$ cat config.mk
export PLATFORM = sky130hd
export DESIGN_NAME = key_debounce_longpress_fifo
export DESIGN_NICKNAME = d
export VERILOG_FILES = /design/src/hw/rtl/kdlp_pkg.sv /design/src/hw/rtl/key_debounce_longpress_fifo.sv
export SDC_FILE = /design/constraint.sdc
export NUM_CORES = 1
export LEC_CHECK = 0
export BUFFER_PORTS_ARGS = -buffer_cell sky130_fd_sc_hd__buf_2
export CORE_MARGIN = 4
export CORE_UTILIZATION = 50
export CTS_CLUSTER_SIZE = 8
export DETAILED_ROUTE_END_ITERATION = 6
export GPL_ROUTABILITY_DRIVEN = 0
export PLACE_DENSITY = 0.66
export SYNTH_ARGS = -nofsm -noshare
export SYNTH_HDL_FRONTEND = slang
export SYNTH_SLANG_ARGS = --single-unit
$ cat constraint.sdc
create_clock -name clk_i -period 9.59 [get_ports clk_i]
set_input_delay 0 -clock clk_i [delete_from_list [all_inputs] [get_ports clk_i]]
set_output_delay 0 -clock clk_i [all_outputs]
set_load 0.01 [all_outputs]
$ cat src/hw/rtl/kdlp_pkg.sv
// Package for the key debounce / long-press scanner with event queue.
// Holds register indexes, reset values, opcodes and event codes.
// No dependencies.
package kdlp_pkg;

  localparam int unsigned MaxKeysDefault   = 2;
  localparam int unsigned FifoDepthDefault = 8;

  localparam int unsigned CfgAddrWidth = 2;
  localparam int unsigned CfgDataWidth = 16;

  localparam logic [CfgAddrWidth-1:0] REG_ACTIVE_KEYS = 2'd0;
  localparam logic [CfgAddrWidth-1:0] REG_FILTER_CNT  = 2'd1;
  localparam logic [CfgAddrWidth-1:0] REG_LONG_FIRST  = 2'd2;
  localparam logic [CfgAddrWidth-1:0] REG_LONG_SECOND = 2'd3;

  localparam logic [1:0]  ACTIVE_KEYS_RST = 2'd2;
  localparam logic [7:0]  FILTER_CNT_RST  = 8'd5;
  localparam logic [15:0] LONG_FIRST_RST  = 16'd200;
  localparam logic [15:0] LONG_SECOND_RST = 16'd400;

  localparam logic [15:0] HOLD_MAX = 16'hffff;

  localparam logic OP_TICK = 1'b0;
  localparam logic OP_READ = 1'b1;

  localparam logic [1:0] KIND_PRESS   = 2'd0;
  localparam logic [1:0] KIND_RELEASE = 2'd1;
  localparam logic [1:0] KIND_LONG1   = 2'd2;
  localparam logic [1:0] KIND_LONG2   = 2'd3;

  typedef struct packed {
    logic [1:0] key_number;
    logic [1:0] event_kind;
  } event_t;

endpackage

$ cat src/hw/rtl/key_debounce_longpress_fifo.sv
// Key debounce scanner with long-press detection and an event queue.
// Depends on kdlp_pkg for codes, reset values and the event type.
//
// Channel  | Signals                                        | Direction
// ---------+------------------------------------------------+----------
// request  | in_valid_i/in_ready_o, op_i, key_pressed_i     | in
// result   | out_valid_o/out_ready_i, event_present_o,      | out
//          | key_number_o, event_kind_o                     |
// config   | cfg_we_i, cfg_addr_i, cfg_wdata_i              | in
//
// One request per cycle while in_ready_o is high: key state, queue pointers
// and the output (or skid) register are all updated at the accepting edge.
// A skid register behind the output keeps requests flowing while a result
// waits; in_ready_o drops only when both output slots hold results.
// Reset clears key state, queue pointers and count; queue entries are not reset.
module key_debounce_longpress_fifo
  import kdlp_pkg::*;
#(
  parameter int unsigned MAX_KEYS   = MaxKeysDefault,
  parameter int unsigned FIFO_DEPTH = FifoDepthDefault
) (
  input  logic                                clk_i,
  input  logic                                rst_ni,
  input  logic                                cfg_we_i,
  input  logic [kdlp_pkg::CfgAddrWidth-1:0]   cfg_addr_i,
  input  logic [kdlp_pkg::CfgDataWidth-1:0]   cfg_wdata_i,
  input  logic                                in_valid_i,
  output logic                                in_ready_o,
  input  logic                                op_i,
  input  logic [1:0]                          key_pressed_i,
  output logic                                out_valid_o,
  input  logic                                out_ready_i,
  output logic                                event_present_o,
  output logic [1:0]                          key_number_o,
  output logic [1:0]                          event_kind_o
);

  localparam int unsigned NS = 2 * MAX_KEYS;
  localparam int unsigned PW = $clog2(FIFO_DEPTH);
  localparam int unsigned CW = $clog2(FIFO_DEPTH + 1);
  localparam int unsigned SW = $clog2(FIFO_DEPTH + NS + 1);

  // configuration
  logic [1:0]  active_keys_q;
  logic [7:0]  filter_cnt_q;
  logic [15:0] long_first_q;
  logic [15:0] long_second_q;

  always_ff @(posedge clk_i or negedge rst_ni) begin
    if (!rst_ni) begin
      active_keys_q <= ACTIVE_KEYS_RST;
      filter_cnt_q  <= FILTER_CNT_RST;
      long_first_q  <= LONG_FIRST_RST;
      long_second_q <= LONG_SECOND_RST;
    end else if (cfg_we_i) begin
      case (cfg_addr_i)
        REG_ACTIVE_KEYS: active_keys_q <= cfg_wdata_i[1:0];
        REG_FILTER_CNT:  filter_cnt_q  <= cfg_wdata_i[7:0];
        REG_LONG_FIRST:  long_first_q  <= cfg_wdata_i;
        REG_LONG_SECOND: long_second_q <= cfg_wdata_i;
        default: ;
      endcase
    end
  end

  // handshake
  logic in_acc;
  logic out_valid_q, skid_valid_q;
  logic out_take;

  assign in_ready_o = !skid_valid_q;
  assign in_acc     = in_valid_i && in_ready_o;
  assign out_take   = out_valid_q && out_ready_i;

  // per-key state
  logic [MAX_KEYS-1:0] filt_q, filt_d;
  logic [MAX_KEYS-1:0] lvl_q, lvl_d;
  logic [7:0]          deb_q  [MAX_KEYS];
  logic [7:0]          deb_d  [MAX_KEYS];
  logic [15:0]         hold_q [MAX_KEYS];
  logic [15:0]         hold_d [MAX_KEYS];

  logic [MAX_KEYS-1:0] lvl_in;
  logic [MAX_KEYS-1:0] scan;

  for (genvar k = 0; k < MAX_KEYS; k++) begin : g_key
    localparam logic [3:0] KIDX = 4'(k);
    if (k < 2) begin : g_bit
      assign lvl_in[k] = key_pressed_i[k];
    end else begin : g_none
      assign lvl_in[k] = 1'b0;
    end
    assign scan[k] = KIDX < {2'b00, active_keys_q};
  end

  logic [NS-1:0] want;
  event_t        slot_ev [NS];

  always_comb begin
    logic [15:0] hn;
    logic [7:0]  dn;
    hn     = '0;
    dn     = '0;
    filt_d = filt_q;
    lvl_d  = lvl_q;
    deb_d  = deb_q;
    hold_d = hold_q;
    want   = '0;
    for (int k = 0; k < MAX_KEYS; k++) begin
      slot_ev[2*k].key_number   = 2'(k + 1);
      slot_ev[2*k].event_kind   = KIND_LONG1;
      slot_ev[2*k+1].key_number = 2'(k + 1);
      slot_ev[2*k+1].event_kind = KIND_LONG2;
      if (in_acc && op_i == OP_TICK && scan[k]) begin
        if (!filt_q[k]) begin
          if (lvl_in[k] != lvl_q[k]) begin
            lvl_d[k]  = lvl_in[k];
            deb_d[k]  = '0;
            filt_d[k] = 1'b1;
          end else if (lvl_in[k] && hold_q[k] != HOLD_MAX) begin
            hn        = hold_q[k] + 16'd1;
            hold_d[k] = hn;
            want[2*k]   = (hn == long_first_q);
            want[2*k+1] = (hn == long_second_q);
          end
        end else if (lvl_in[k] == lvl_q[k]) begin
          dn       = deb_q[k] + 8'd1;
          deb_d[k] = dn;
          if (dn >= filter_cnt_q) begin
            want[2*k] = 1'b1;
            slot_ev[2*k].event_kind = lvl_in[k] ? KIND_PRESS : KIND_RELEASE;
            if (lvl_in[k]) begin
              hold_d[k] = '0;
            end
            filt_d[k] = 1'b0;
          end
        end else begin
          lvl_d[k]  = lvl_in[k];
          filt_d[k] = 1'b0;
        end
      end
    end
  end

  always_ff @(posedge clk_i or negedge rst_ni) begin
    if (!rst_ni) begin
      filt_q <= '0;
      lvl_q  <= '0;
      for (int k = 0; k < MAX_KEYS; k++) begin
        deb_q[k]  <= '0;
        hold_q[k] <= '0;
      end
    end else begin
      filt_q <= filt_d;
      lvl_q  <= lvl_d;
      deb_q  <= deb_d;
      hold_q <= hold_d;
    end
  end

  // event queue
  event_t          store_q [FIFO_DEPTH];
  logic [PW-1:0]   rp_q, rp_d, wp_q, wp_d;
  logic [CW-1:0]   cnt_q, cnt_d;
  logic [NS-1:0]   wr_en;
  logic [PW-1:0]   wr_addr [NS];
  event_t          rd_ev;
  logic            res_present;
  event_t          res_ev;

  assign rd_ev = store_q[rp_q];

  always_comb begin
    logic [SW-1:0] pos;
    logic [SW-1:0] a;
    pos         = '0;
    a           = '0;
    wr_en       = '0;
    rp_d        = rp_q;
    cnt_d       = cnt_q;
    res_present = 1'b0;
    res_ev      = '0;
    for (int j = 0; j < NS; j++) begin
      wr_addr[j] = '0;
      if (want[j] && (SW'(cnt_q) + pos < SW'(FIFO_DEPTH))) begin
        a = SW'(wp_q) + pos;
        if (a >= SW'(FIFO_DEPTH)) begin
          a = a - SW'(FIFO_DEPTH);
        end
        wr_en[j]   = 1'b1;
        wr_addr[j] = a[PW-1:0];
        pos        = pos + SW'(1);
      end
    end
    a = SW'(wp_q) + pos;
    if (a >= SW'(FIFO_DEPTH)) begin
      a = a - SW'(FIFO_DEPTH);
    end
    wp_d  = a[PW-1:0];
    cnt_d = CW'(SW'(cnt_q) + pos);
    if (in_acc && op_i == OP_READ && cnt_q != '0) begin
      res_present = 1'b1;
      res_ev      = rd_ev;
      cnt_d       = cnt_q - CW'(1);
      rp_d        = (rp_q == PW'(FIFO_DEPTH - 1)) ? '0 : rp_q + PW'(1);
    end
  end

  always_ff @(posedge clk_i) begin
    for (int j = 0; j < NS; j++) begin
      if (wr_en[j]) begin
        store_q[wr_addr[j]] <= slot_ev[j];
      end
    end
  end

  always_ff @(posedge clk_i or negedge rst_ni) begin
    if (!rst_ni) begin
      rp_q  <= '0;
      wp_q  <= '0;
      cnt_q <= '0;
    end else begin
      rp_q  <= rp_d;
      wp_q  <= wp_d;
      cnt_q <= cnt_d;
    end
  end

  // output register and skid slot
  logic   out_present_q, skid_present_q;
  event_t out_ev_q, skid_ev_q;
  logic   rd_acc;

  assign rd_acc = in_acc && op_i == OP_READ;

  always_ff @(posedge clk_i or negedge rst_ni) begin
    if (!rst_ni) begin
      out_valid_q  <= 1'b0;
      skid_valid_q <= 1'b0;
    end else begin
      if (skid_valid_q) begin
        if (out_take) begin
          skid_valid_q <= 1'b0;
        end
      end else if (rd_acc) begin
        if (!out_valid_q || out_take) begin
          out_valid_q <= 1'b1;
        end else begin
          skid_valid_q <= 1'b1;
        end
      end else if (out_take) begin
        out_valid_q <= 1'b0;
      end
    end
  end

  always_ff @(posedge clk_i) begin
    if (skid_valid_q) begin
      if (out_take) begin
        out_present_q <= skid_present_q;
        out_ev_q      <= skid_ev_q;
      end
    end else if (rd_acc) begin
      if (!out_valid_q || out_take) begin
        out_present_q <= res_present;
        out_ev_q      <= res_ev;
      end else begin
        skid_present_q <= res_present;
        skid_ev_q      <= res_ev;
      end
    end
  end

  assign out_valid_o     = out_valid_q;
  assign event_present_o = out_present_q;
  assign key_number_o    = out_ev_q.key_number;
  assign event_kind_o    = out_ev_q.event_kind;

endmodule

# Word level (Yosys, flattened, before mapping)
# Memories as Yosys holds them, arrays and structs flattened.
# Cells that the tools add are included.
[classes]
addsub = 22
magnitude_cmp = 13
eq_ne = 26
n_mux = 100
bitwise_logic = 3
reduce_logical = 38
[op_table]
columns = ["operator", "n"]
rows = [
  ["2-to-1 mux 16 bit", 12],
  ["equality test 16 bit", 4],
  ["2-to-1 mux 1 bit", 49],
  ["2-to-1 mux 8 bit", 6],
  ["2-to-1 mux 4 bit", 9],
  ["adder 16 x 1 -> 16 bit, second input constant", 2],
  ["!= test 16 bit, second input constant", 2],
  ["2-to-1 mux 3 bit", 10],
  ["2-to-1 mux 2 bit", 14],
  ["AND reduction 3 bit", 7],
  ["adder 4 bit", 4],
  ["adder 8 x 1 -> 8 bit, second input constant", 2],
  ["greater-or-equal comparator 4 bit, second input constant", 4],
  ["greater-or-equal comparator 8 bit", 2],
  ["less-than comparator 4 bit, second input constant", 4],
  ["subtractor 3 x 1 -> 3 bit, second input constant", 5],
  ["nonzero test 2 bit", 7],
  ["logical AND 1 bit", 13],
  ["adder 3 x 4 -> 4 bit", 3],
  ["adder 4 x 1 -> 4 bit, second input constant", 3],
  ["!= test 2 x 1 -> 1 bit, second input constant", 6],
  ["!= test 2 bit, second input constant", 6],
  ["AND reduction 6 bit", 2],
  ["AND reduction 2 bit", 4],
  ["15 further kinds", 22],
]
[totals]
register_bits = 116
ram_bits = 32
out_inout_bits = 7
memories = 1
[mem_list]
columns = ["memory", "depth", "word_bits", "rd", "rd_clocked_by_memory_dff", "write_ports", "line_no", "source"]
rows = [
  ["store_q", 8, 4, 1, 0, 4, "key_debounce_longpress_fifo.sv:162", "event_t store_q [FIFO_DEPTH];"],
]

# Longest topological paths before layout
# Gate-level depths: netlist of the first run.
[logic_depth]
depth_word = 23
depth_mapped = 41

# Worst setup path after synthesis of the first run
# OpenSTA, ideal clock, no wires.
[synth_timing]
kind = "register -> register"
from = "register hold_q[16] in the netlist's numbering"
to = "register cnt_q[3]"
setup_ns = 0.129
arrival_ns = 7.808
required_ns = 9.461
path_slack_ns = 1.653
stages_incl_launch_ff = 40
period_less_slack_ns = 7.937
cell_sequence = "dfrtp_1 > ha_1 > clkbuf_1 > and2_1 > nand3_1 > or3_1 > a31o_2 > or4_1 > or3_1 > nor2_1 > nor4bb_1 > clkbuf_1 > ha_1 > nand3b_1 > a311oi_1 > mux2_2 > nor2_1 > a32o_2 > (+4 left out) > nand3_1 > mux2i_1 > mux2i_1 > o21ai_2 > buf_6 > o21ai_0 > ha_1 > xnor2_1 > xor2_1 > nand2_1 > ha_1 > o21ai_0 > nand2b_1 > xnor2_1 > nand2b_1 > nor2_1 > mux2i_1 > nand3_1"
[synth_between]
elab_chain_cells = 22
word_cells_on_any_way = 29
cone_classes = "add/sub: 8; order compare: 3; eq/ne: 3; mux: 10; reduce/logical: 5"
[synth_lines]
columns = ["item", "line_no", "source"]
rows = [
  ["start: declaration", "key_debounce_longpress_fifo.sv:80", "logic [15:0] hold_q [MAX_KEYS];"],
  ["start signal: assignment", "key_debounce_longpress_fifo.sv:157", "hold_q <= hold_d;"],
  ["adder 16 x 1 -> 16 bit / != test 16 bit (equally long branches)", "key_debounce_longpress_fifo.sv:121, key_debounce_longpress_fifo.sv:120", ""],
  ["equality test 16 bit / logical AND 1 bit (equally long branches)", "key_debounce_longpress_fifo.sv:123, key_debounce_longpress_fifo.sv:120", ""],
  ["2-to-1 mux 2 bit *", "key_debounce_longpress_fifo.sv:120", "end else if (lvl_in[k] && hold_q[k] != HOLD_MAX) begin"],
  ["2-to-1 mux 2 bit *", "key_debounce_longpress_fifo.sv:116", "if (lvl_in[k] != lvl_q[k]) begin"],
  ["2-to-1 mux 1 bit", "key_debounce_longpress_fifo.sv:115", "if (!filt_q[k]) begin"],
  ["2-to-1 mux 2 bit *", "key_debounce_longpress_fifo.sv:114", "if (in_acc && op_i == OP_TICK && scan[k]) begin"],
  ["logical AND 1 bit", "key_debounce_longpress_fifo.sv:185", "if (want[j] && (SW'(cnt_q) + pos < SW'(FIFO_DEPTH))) begin"],
  ["2-to-1 mux 1 bit", "key_debounce_longpress_fifo.sv:185", ""],
  ["(+7 left out)", "--", ""],
  ["2-to-1 mux 4 bit *", "key_debounce_longpress_fifo.sv:185", ""],
  ["adder 4 bit", "key_debounce_longpress_fifo.sv:185", ""],
  ["less-than comparator 4 bit", "key_debounce_longpress_fifo.sv:185", ""],
  ["logical AND 1 bit", "key_debounce_longpress_fifo.sv:185", ""],
  ["2-to-1 mux 4 bit *", "key_debounce_longpress_fifo.sv:185", ""],
  ["adder 4 bit *", "key_debounce_longpress_fifo.sv:200", "cnt_d = CW'(SW'(cnt_q) + pos);"],
  ["2-to-1 mux 4 bit *", "key_debounce_longpress_fifo.sv:201", "if (in_acc && op_i == OP_READ && cnt_q != '0) begin"],
  ["via cnt_d[3]", "key_debounce_longpress_fifo.sv:164", "logic [CW-1:0] cnt_q, cnt_d;"],
  ["end signal: assignment", "key_debounce_longpress_fifo.sv:225", "cnt_q <= cnt_d;"],
  ["end: declaration", "key_debounce_longpress_fifo.sv:164", ""],
]
# The timed path passes the listed nets; every way through them passes the cells marked *.
# A chain may end at the register's enable or synchronous reset.

# Worst setup path in the final report of the first run
# Ends and elaborated chain as after synthesis.

==> flow_summary.yaml, run 1 <==
status:
  status: "finished clean"
critical_path:
  r2r_end: "cnt_q[3]"
  slowest_delay_ns: 0.57
  critical_path.startpoint: "hold_q[16]"
  path_class: "reg -> reg"
  rr_worst_depth: 36
  cp.required_ns: 9.90
  crit_arrival_ns: 9.16
  cp-start-kind: "register"
  worstSetupEndpointType: "register"
  rrSetupSlack_ns: 0.74
  worst_path_most_repeated_cell: "ha_1"
  slowest_stage: "or4_1"
  crit_path_max_fanout: 20
  r2r_start: "hold_q[16]"
run:
  maxCapViolations: 0
floorplanning:
  die-area_sq_um: 23100
  io_pins: 33
  die_w_um: 152
  start_util: 0.511
  rows: 52
  die_h_um: 152
  core_area_sq_um: 20300
power:
  pwr_density_cell_nw_per_um2: 191
  ir_worst_vdd_mv: 0.130
  p_leak_nw: 4.95
grt:
  grt-ovfl-total: 0
  grt_pass1_wl_um: 44200
  antenna_found_initial: 0
  grt_pass1_vias: 8225
  grt_use_total: 0.235
  grt_max_degree: 78
timing:
  hold_violations: 0
  fin_hold_ws_ns: 0.0273
  rsz0062_at_grt: "false"
  clock.fmax_mhz: 113
  slew_violations: 0
  setup_viol_count_final: 0
  slew-limit-headroom: 0.305
  fin_tns_setup_ns: 0
  fin_skew_ns: 0.0139
  fin_crit_sh: 0.923
  layout_min_cycle_time_ns: 8.85
  max_slew.worst_pin.slew_ns: 1.04
place:
  dpl_cell_area_sq_um: 10600
  port_buffers: 32
  dpl.cell_count: 1390
  hpwl_um: 20100
synth:
  avgSynthCellArea_sq_um: 9.06
  synthFlopType: "dfrtp_1"
  yosysMostFrequentCell: "nand2_1"
  ys_top_cells_by_area: "dfrtp_1 23%, dfxtp_1 6.2%, ha_1 5.2%"
  synth_common_cells: "127 x nand2_1, 97 x dfrtp_1, 72 x o21ai_0"
  yosysSeqAreaShare: 0.348
  ys_ff_latch: 148
  synth_top_area_frac: 0.234
  yosys_warnings: 0
  synth_top_cell_by_area: "dfrtp_1"
  synth_fp_nets: 1216
  synth_edf_count: 10
  synth_cell_types: 78
  async_flop_share: 0.716
  synth_cells: 1144
  netlist_area_sq_um: 10400
drt:
  routed_wl_um: 27000
  drt-initial-drc-count: 822
  dr.pass1.iters: 6
  viasPerCell: 5.91
  drc: 0
  vias: 8564
  antenna_left: 0
  wl_per_cell_um: 18.7
clock_tree:
  htreeDepth: 4
  path_clk_slew_ns: 0.07
  cts_buffers: 17
  cts_tree: "built"
  clkLatencyLatePin_ns: 0.44
  cts_sinks: 148
  cts_root_buffer: "clkbuf_16"
  cts_max_path_buffers: 2
  post-cts-setup-buffers: 0
layout:
  syn_to_final_growth_pct: 11.1
  postLayoutCoreUtil: 0.568
  drive_above_1_share: 0.127
  nNetsFinal: 1237
  final_area_sq_um: 11500
  antennaDiodeCount: 0
  final-instance-count-excl-fill: 1448
worst_hold_path:
  min_path_type: "in -> async"
[what timing repair did]
item,CTS,global route
endpoints found under the hold margin,80,0
hold buffers,26,0
endpoints found under the setup margin,0,1
resized for setup,0,1
[power by group]
| group | internal (mW) | total (mW) | switching (mW) |
|---|---|---|---|
| clock network | 0.445 | 0.712 | 0.267 |
| logic | 0.287 | 0.613 | 0.327 |
| registers | 0.722 | 0.876 | 0.155 |
[flip-flops by register name, indices dropped and copies added, names as in the netlist, 3 cells and up]
signal	flops
skid_ev_q	4
rp_q	3
wp_q	3
long_first_q	16
hold_q	32
long_second_q	16
filter_cnt_q	8
cnt_q	4
deb_q	16
store_q	32
[cell families (layout without fill, tap and decap cells)]
| kind of cell | Yosys count | count (layout) | share of synthesized area |
|---|---|---|---|
| AOI/OAI and AO/OA | 214 | 214 | 0.133 |
| xor gates and xnor gates | 109 | 109 | 0.108 |
| adders and majority gates | 46 | 46 | 0.0577 |
| buffers and inverters | 108 | 142 | 0.0432 |
| DFF | 148 | 148 | 0.348 |
| muxes | 77 | 77 | 0.0894 |
| and+or+nand+nor | 442 | 442 | 0.221 |
[area by class of cell]
type | count | area [sq um]
clock buffer | 25 | 505
clock inverter | 7 | 119
fill | 1779 | 8780
inverter | 46 | 173
multi-input combinational | 888 | 6320
sequential | 148 | 3600
tap | 270 | 338
timing repair buffer | 64 | 468
[stage by stage]
step | setup slack (ns) | total power, mW
after floorplan | 1.65 | 1.29
after global placement | 1.04 | 1.46
after detailed placement | 0.791 | 1.48
after CTS | 0.732 | 2.21
after global routing | 0.0419 | 2.33
final | 0.736 | 2.20
[layout by cell type, fill, tap and decap left out, types with 6 or more instances in the layout]
master	netlist	final
clkbuf_16	0	17
buf_2	10	31
ha_1	43	43
xor2_1	38	38
nor2b_1	15	15
mux2i_1	24	24
nor3b_1	6	6
nand3_1	50	50
nor3_1	35	35
nand2b_1	26	26
a21o_1	16	16
edfxtp_1	10	10
a32oi_1	8	8
dfstp_2	9	9
mux4_2	8	8
o31ai_1	11	11
a21oi_1	33	33
inv_1	45	45
nand4_1	14	14
o21ai_0	72	71
nor2_1	68	68
buf_4	4	7
a31oi_1	7	7
and3_1	22	22
nor4_1	17	17
or4_1	7	7
o22ai_1	6	6
dlygate4sd3_1	0	26
dfxtp_1	32	32
xnor2_1	59	59
dfrtp_1	97	97
nand2_1	127	127
xnor3_1	10	10
mux2_2	45	45
a211oi_1	8	8
and2_1	9	9
or3_1	14	14
o211ai_1	16	16
or2_2	6	6
[worst max-delay path by stage]
stage               cells past startpoint  slack (ns)  endpoint
finish                                 36        0.74  cnt_q[3]
global route                           38        0.04  cnt_q[3]
CTS                                    36        0.73  cnt_q[3]
detailed placement                     36        0.79  cnt_q[3]
global placement                       36        1.04  cnt_q[3]
floorplan                              39        1.65  cnt_q[3]
[metal layers]
| layer | wire (um) | share of wire | up-vias | GRT usage |
|---|---|---|---|---|
| li1 | - | - | 4160 | - |
| met1 | 12600 | 0.47 | 4115 | 0.342 |
| met2 | 12200 | 0.45 | 258 | 0.365 |
| met3 | 1730 | 0.064 | 31 | 0.0458 |
| met4 | 421 | 0.016 | 0 | 0.0578 |
| met5 | 0 | 0 | - | 0 |
[worst max-delay path: cells and delay by family, from the launching register on]
family          cells  cell delay, ns
compound gates      8            1.75
buf+inv             2            0.40
xor+xnor            4            0.85
mux                 4            1.16
flops               1            0.46
fa+ha+maj           5            1.45
simple gates       13            2.62
(Power assumes the default switching activity.)
==> run 2: changes to the inputs <==
Settings changed: REMOVE_ABC_BUFFERS set to 1.
==> run 2 against run 1 <==
Effect of this change: sequential share of layout area rose by 0.082 points; critical path depth unchanged; hold slack improved by 0.019 ns; sequential power about the same; critical endpoint unchanged; setup slack gained 0.0030 ns; die area unchanged; clock power fell by 4.4%; largest cell class unchanged; global-route usage up 0.11 points; register-to-register slack about the same; routed wire length rose by 0.24%; via count up 1.0%; non-clock buffer count did not move.
==> flow_summary.yaml, run 2 (same netlist as run 1, synthesis figures left out) <==
status:
  status: "finished clean"
critical_path:
  r2r_start: "hold_q[16]"
  rrSetupSlack_ns: 0.74
  rr_worst_depth: 36
  worst_path_most_repeated_cell: "ha_1"
  crit_path_max_fanout: 20
  cp.required_ns: 9.89
  slowest_delay_ns: 0.58
  worstSetupEndpointType: "register"
  crit_arrival_ns: 9.15
  slowest_stage: "or4_1"
  r2r_end: "cnt_q[3]"
  cp-start-kind: "register"
  crit_family: "simple AND/OR/NAND/NOR gates"
  path_buf_inv: 2
  path_class: "reg -> reg"
grt:
  grt_pass1_vias: 8148
  antenna_found_initial: 0
  grt-ovfl-total: 0
  grt_use_total: 0.237
  grt_pass1_wl_um: 44400
  grt_max_degree: 79
clock_tree:
  cts_buffers: 17
  htreeDepth: 4
  cts_sinks: 148
  cts_tree: "built"
  cts_root_buffer: "clkbuf_16"
  post-cts-setup-buffers: 0
  path_clk_slew_ns: 0.07
  clkLatencyLatePin_ns: 0.43
  cts_max_path_buffers: 2
floorplanning:
  core_area_sq_um: 20300
  die_w_um: 152
  start_util: 0.511
  rows: 52
  die-area_sq_um: 23100
  io_pins: 33
  die_h_um: 152
timing:
  slew-limit-headroom: 0.297
  rsz0062_at_grt: "false"
  setup_viol_count_final: 0
  fin_tns_setup_ns: 0
  hold_violations: 0
  clock.fmax_mhz: 113
  max_slew.worst_pin.slew_ns: 1.04
  slew_violations: 0
  layout_min_cycle_time_ns: 8.85
  fin_crit_sh: 0.923
  fin_skew_ns: 0.00898
power:
  swShare: 0.361
  ir_worst_vdd_mv: 0.118
  power_frac_comb: 0.281
  pwr_density_cell_nw_per_um2: 189
  power_mw: 2.17
  internal_power_mw: 1.39
  power_switching_uw: 782
  p_leak_nw: 4.93
  pwr-share-clk: 0.314
  pwr-share-seq: 0.405
drt:
  vias: 8650
  wl_per_cell_um: 18.7
  drt-initial-drc-count: 853
  viasPerCell: 5.97
  dr.pass1.iters: 5
  routed_wl_um: 27100
  antenna_left: 0
  drc: 0
layout:
  antennaDiodeCount: 0
  layout_common_cells: "127 x nand2_1, 97 x dfrtp_1, 72 x o21ai_0"
  postLayoutCoreUtil: 0.566
  fill_cells: 1858
  drive_above_1_share: 0.132
  final_common_cell: "nand2_1"
  syn_to_final_growth_pct: 10.8
  nNetsFinal: 1237
place:
  port_buffers: 32
  hpwl_um: 19900
run:
  maxCapViolations: 0
worst_hold_path:
  min_path_type: "in -> async"
run 2: layout make-up:
class / instances / area (sq um) / share of cell area
multi-input combinational: 888 / 6320 / 0.550
sequential: 148 / 3600 / 0.314
timing repair buffer: 64 / 465 / 0.0405
clock buffer: 19 / 453 / 0.0394
tap: 270 / 338 / 0.0294
inverter: 46 / 176 / 0.0153
clock inverter: 13 / 140 / 0.0122
run 2: per-layer routing:
metal  routed length (um)  vias up  GRT usage
met5                    0        -          0
met4                  730        0     0.0732
met3                 1720       49     0.0404
met2                12100      288      0.359
met1                12500     4158      0.347
li1                     -     4155          -
run 2: metrics by stage:
step	hold slack [ns]	std cells	instance area, sq um	setup slack, ns
2_1_floorplan	-0.296	1082	10100	1.62
3_3_place_gp	-0.0445	1391	10600	1.06
3_5_place_dp	-0.0450	1391	10600	0.817
4_1_cts	0.0505	1448	11500	0.749
5_1_grt	0.0776	1448	11500	0.0114
6_report	0.0458	1448	11500	0.739
run 2: worst max-delay path by stage:
stage                     from        to  slack (ns)  depth (start not counted)
finish              hold_q[16]  cnt_q[3]        0.74                         36
global route        hold_q[16]  cnt_q[3]        0.01                         38
CTS                 hold_q[16]  cnt_q[3]        0.75                         36
detailed placement  hold_q[16]  cnt_q[3]        0.82                         36
global placement    hold_q[16]  cnt_q[3]        1.06                         36
floorplan           hold_q[16]  cnt_q[3]        1.62                         35
run 2: repair_timing:
item                                   CTS  global route
resized for setup                        0             1
setup endpoints to repair                0             1
endpoints found under the hold margin   79             0
hold buffers                            25             0
run 2: worst register-to-register path, delay by kind of cell (launching register included):
| kind | cells | cell delay (ns) |
|---|---|---|
| compound gates | 9 | 2.13 |
| xor+xnor | 3 | 0.56 |
| fa+ha+maj | 5 | 1.45 |
| buf+inv | 2 | 0.38 |
| flops | 1 | 0.49 |
| mux | 4 | 1.11 |
| simple gates | 13 | 2.61 |
run 2: power groups by stage:
stage / clock, mW / sequential [mW] / combinational [mW]
3_5_place_dp: 0 / 0.887 / 0.593
4_1_cts: 0.691 / 0.875 / 0.611
3_3_place_gp: 0 / 0.883 / 0.584
2_1_floorplan: 0 / 0.850 / 0.425
5_1_grt: 0.720 / 0.893 / 0.685
6_report: 0.681 / 0.878 / 0.609
==> run 3: changes to the inputs <==
Settings changed: ABC_AREA set to 1, BUFFER_PORTS_ARGS -buffer_cell sky130_fd_sc_hd__buf_2 to unset, DONT_BUFFER_PORTS set to 1, PLACE_DENSITY 0.66 to unset.
==> run 3 against run 2 <==
Effect of this change: sequential share of layout area rose by 0.60 points; combinational power increased by 87%; critical path type unchanged; register-to-register slack better by 2.1 ns; area after synthesis down 2.2%; routed wire length increased by 3.6%.
==> flow_summary.yaml, run 3 <==
status:
  status: "finished clean"
grt:
  gr-usage-met2: 0.377
  grt_max_degree: 107
  use_met1: 0.392
  grt_pass1_wl_um: 45200
  grt-ovfl-total: 0
  grt_pass1_vias: 8587
  grt_use_total: 0.255
  use_met3: 0.0397
  antenna_found_initial: 0
  grt-busiest-layer: "met1"
timing:
  slew_violations: 0
  fin_skew_ns: 0.0138
  rsz0062_at_grt: "false"
  hold_violations: 0
  slew-limit-headroom: 0.198
  max_slew.worst_pin.slew_ns: 1.20
  setup_viol_count_final: 0
  clock.fmax_mhz: 147
  fin_hold_ws_ns: 0.0341
  fin_tns_setup_ns: 0
  layout_min_cycle_time_ns: 6.79
  fin_crit_sh: 0.708
synth:
  synth_top_cell_by_area: "dfrtp_1"
  yosysMostFrequentCell: "nand2_1"
  synth_top_area_frac: 0.239
  ys_top_cells_by_area: "dfrtp_1 24%, nand2_1 12%, inv_1 7.7%"
  async_flop_share: 0.716
  yosysSeqAreaShare: 0.356
  synth_edf_count: 10
  synthFlopType: "dfrtp_1"
  netlist_area_sq_um: 10100
  yosys_warnings: 0
  ys_ff_latch: 148
  avgSynthCellArea_sq_um: 7.13
  synth_common_cells: "331 x nand2_1, 209 x inv_1, 144 x nand3_1"
  synth_cell_types: 60
  synth_cells: 1422
clock_tree:
  post-cts-setup-buffers: 0
  path_clk_slew_ns: 0.06
  cts_max_path_buffers: 2
  cts_sinks: 148
  cts_buffers: 17
  cts_root_buffer: "clkbuf_16"
  htreeDepth: 4
  cts_resized: 0
  cts_tree: "built"
  clkLatencyLatePin_ns: 0.43
layout:
  nNetsFinal: 1519
  layout_common_cells: "331 x nand2_1, 209 x inv_1, 144 x nand3_1"
  antennaDiodeCount: 0
  drive_above_1_share: 0.0740
  final-instance-count-excl-fill: 1725
  final_area_sq_um: 11300
  syn_to_final_growth_pct: 11.2
  final_common_cell: "nand2_1"
critical_path:
  crit_arrival_ns: 7.11
  rrSetupSlack_ns: 2.80
  worstSetupEndpointType: "register"
  slowest_stage: "nor3_1"
  slowest_delay_ns: 0.58
  cp.required_ns: 9.91
  path_class: "reg -> reg"
  cp-start-kind: "register"
  worst_path_most_repeated_cell: "nand2_1"
  crit_path_max_fanout: 10
worst_hold_path:
  min_path_type: "in -> reg"
drt:
  viasPerCell: 5.43
  drt-initial-drc-count: 616
  drc: 0
  dr.pass1.iters: 7
  wl_per_cell_um: 16.3
  routed_wl_um: 28100
  antenna_left: 0
  vias: 9362
power:
  ir_worst_vdd_mv: 0.133
  pwr_density_cell_nw_per_um2: 250
  p_leak_nw: 5.55
floorplanning:
  die_h_um: 150
  die-area_sq_um: 22600
  die_w_um: 150
  start_util: 0.514
  io_pins: 33
  rows: 51
  core_area_sq_um: 19700
place:
  port_buffers: 0
  hpwl_um: 21500
  dpl_cell_area_sq_um: 10400
  dpl.cell_count: 1666
run:
  maxCapViolations: 0
[run 3: kinds of logic (layout without fill, tap and decap cells)]
family	count (synthesis)	in the layout	share of synthesized area
AO/OA/AOI/OAI	195	195	0.109
XOR/XNOR	53	53	0.0486
adder cells (fa/ha/maj)	46	46	0.0590
buffers and inverters	243	281	0.0901
flip-flops	148	148	0.356
AND/OR/NAND/NOR	737	737	0.337
[run 3: cell type report]
| type | count | area [sq um] |
|---|---|---|
| well taps | 265 | 332 |
| clock buffers | 19 | 443 |
| multi-input cells | 1031 | 5630 |
| repair buffers | 28 | 295 |
| flip-flops and latches | 148 | 3600 |
| clock inverters | 13 | 146 |
| fillers | 1908 | 8440 |
| inverters | 221 | 830 |
[run 3: through the flow]
| step | setup slack (ns) | power (mW) | util |
|---|---|---|---|
| after CTS | 2.88 | 2.82 | 0.572 |
| after floorplan | 3.71 | 1.78 | - |
| after global placement | 3.11 | 2.10 | 0.528 |
| after detailed placement | 2.89 | 2.10 | 0.528 |
| final | 2.80 | 2.82 | 0.572 |
| after global routing | 2.17 | 3.03 | 0.572 |
[run 3: worst max-delay path, delay by kind of cell, from the launching register on]
kind | cells | cell delay (ns)
simple gates | 24 | 3.42
fa+ha+maj | 4 | 1.22
compound gates | 6 | 1.07
flops | 1 | 0.48
xor+xnor | 2 | 0.29
buf+inv | 3 | 0.22
[run 3: routing by layer]
metal / vias to the layer above / part of all wire
li1: 4744 / -
met1: 4355 / 0.50
met2: 243 / 0.43
met3: 20 / 0.056
met4: 0 / 0.011
met5: - / 0
[run 3: worst paths after layout]
path,from,to,cells after the start
setup reg to reg,skid_valid_q,cnt_q[3],39
setup / recovery,skid_valid_q,cnt_q[3],39
hold reg to reg,store_q[6][1],store_q[6][1],2
min in group asynchronous,rst_ni,long_first_q[15],2
max in group asynchronous,rst_ni,deb_q[5],2
hold / removal,op_i,filt_q[1],5
[run 3: power by group]
group          internal [mW]  switching [mW]  total, mW
Clock                  0.394           0.289      0.684
Sequential             0.790           0.203      0.993
Combinational          0.379           0.760       1.14
Total                   1.56            1.25       2.82
[run 3: repair_timing]
item	4_1_cts	5_1_grt
endpoints found under the setup margin	0	0
endpoints found under the hold margin	160	0
hold buffers	27	0
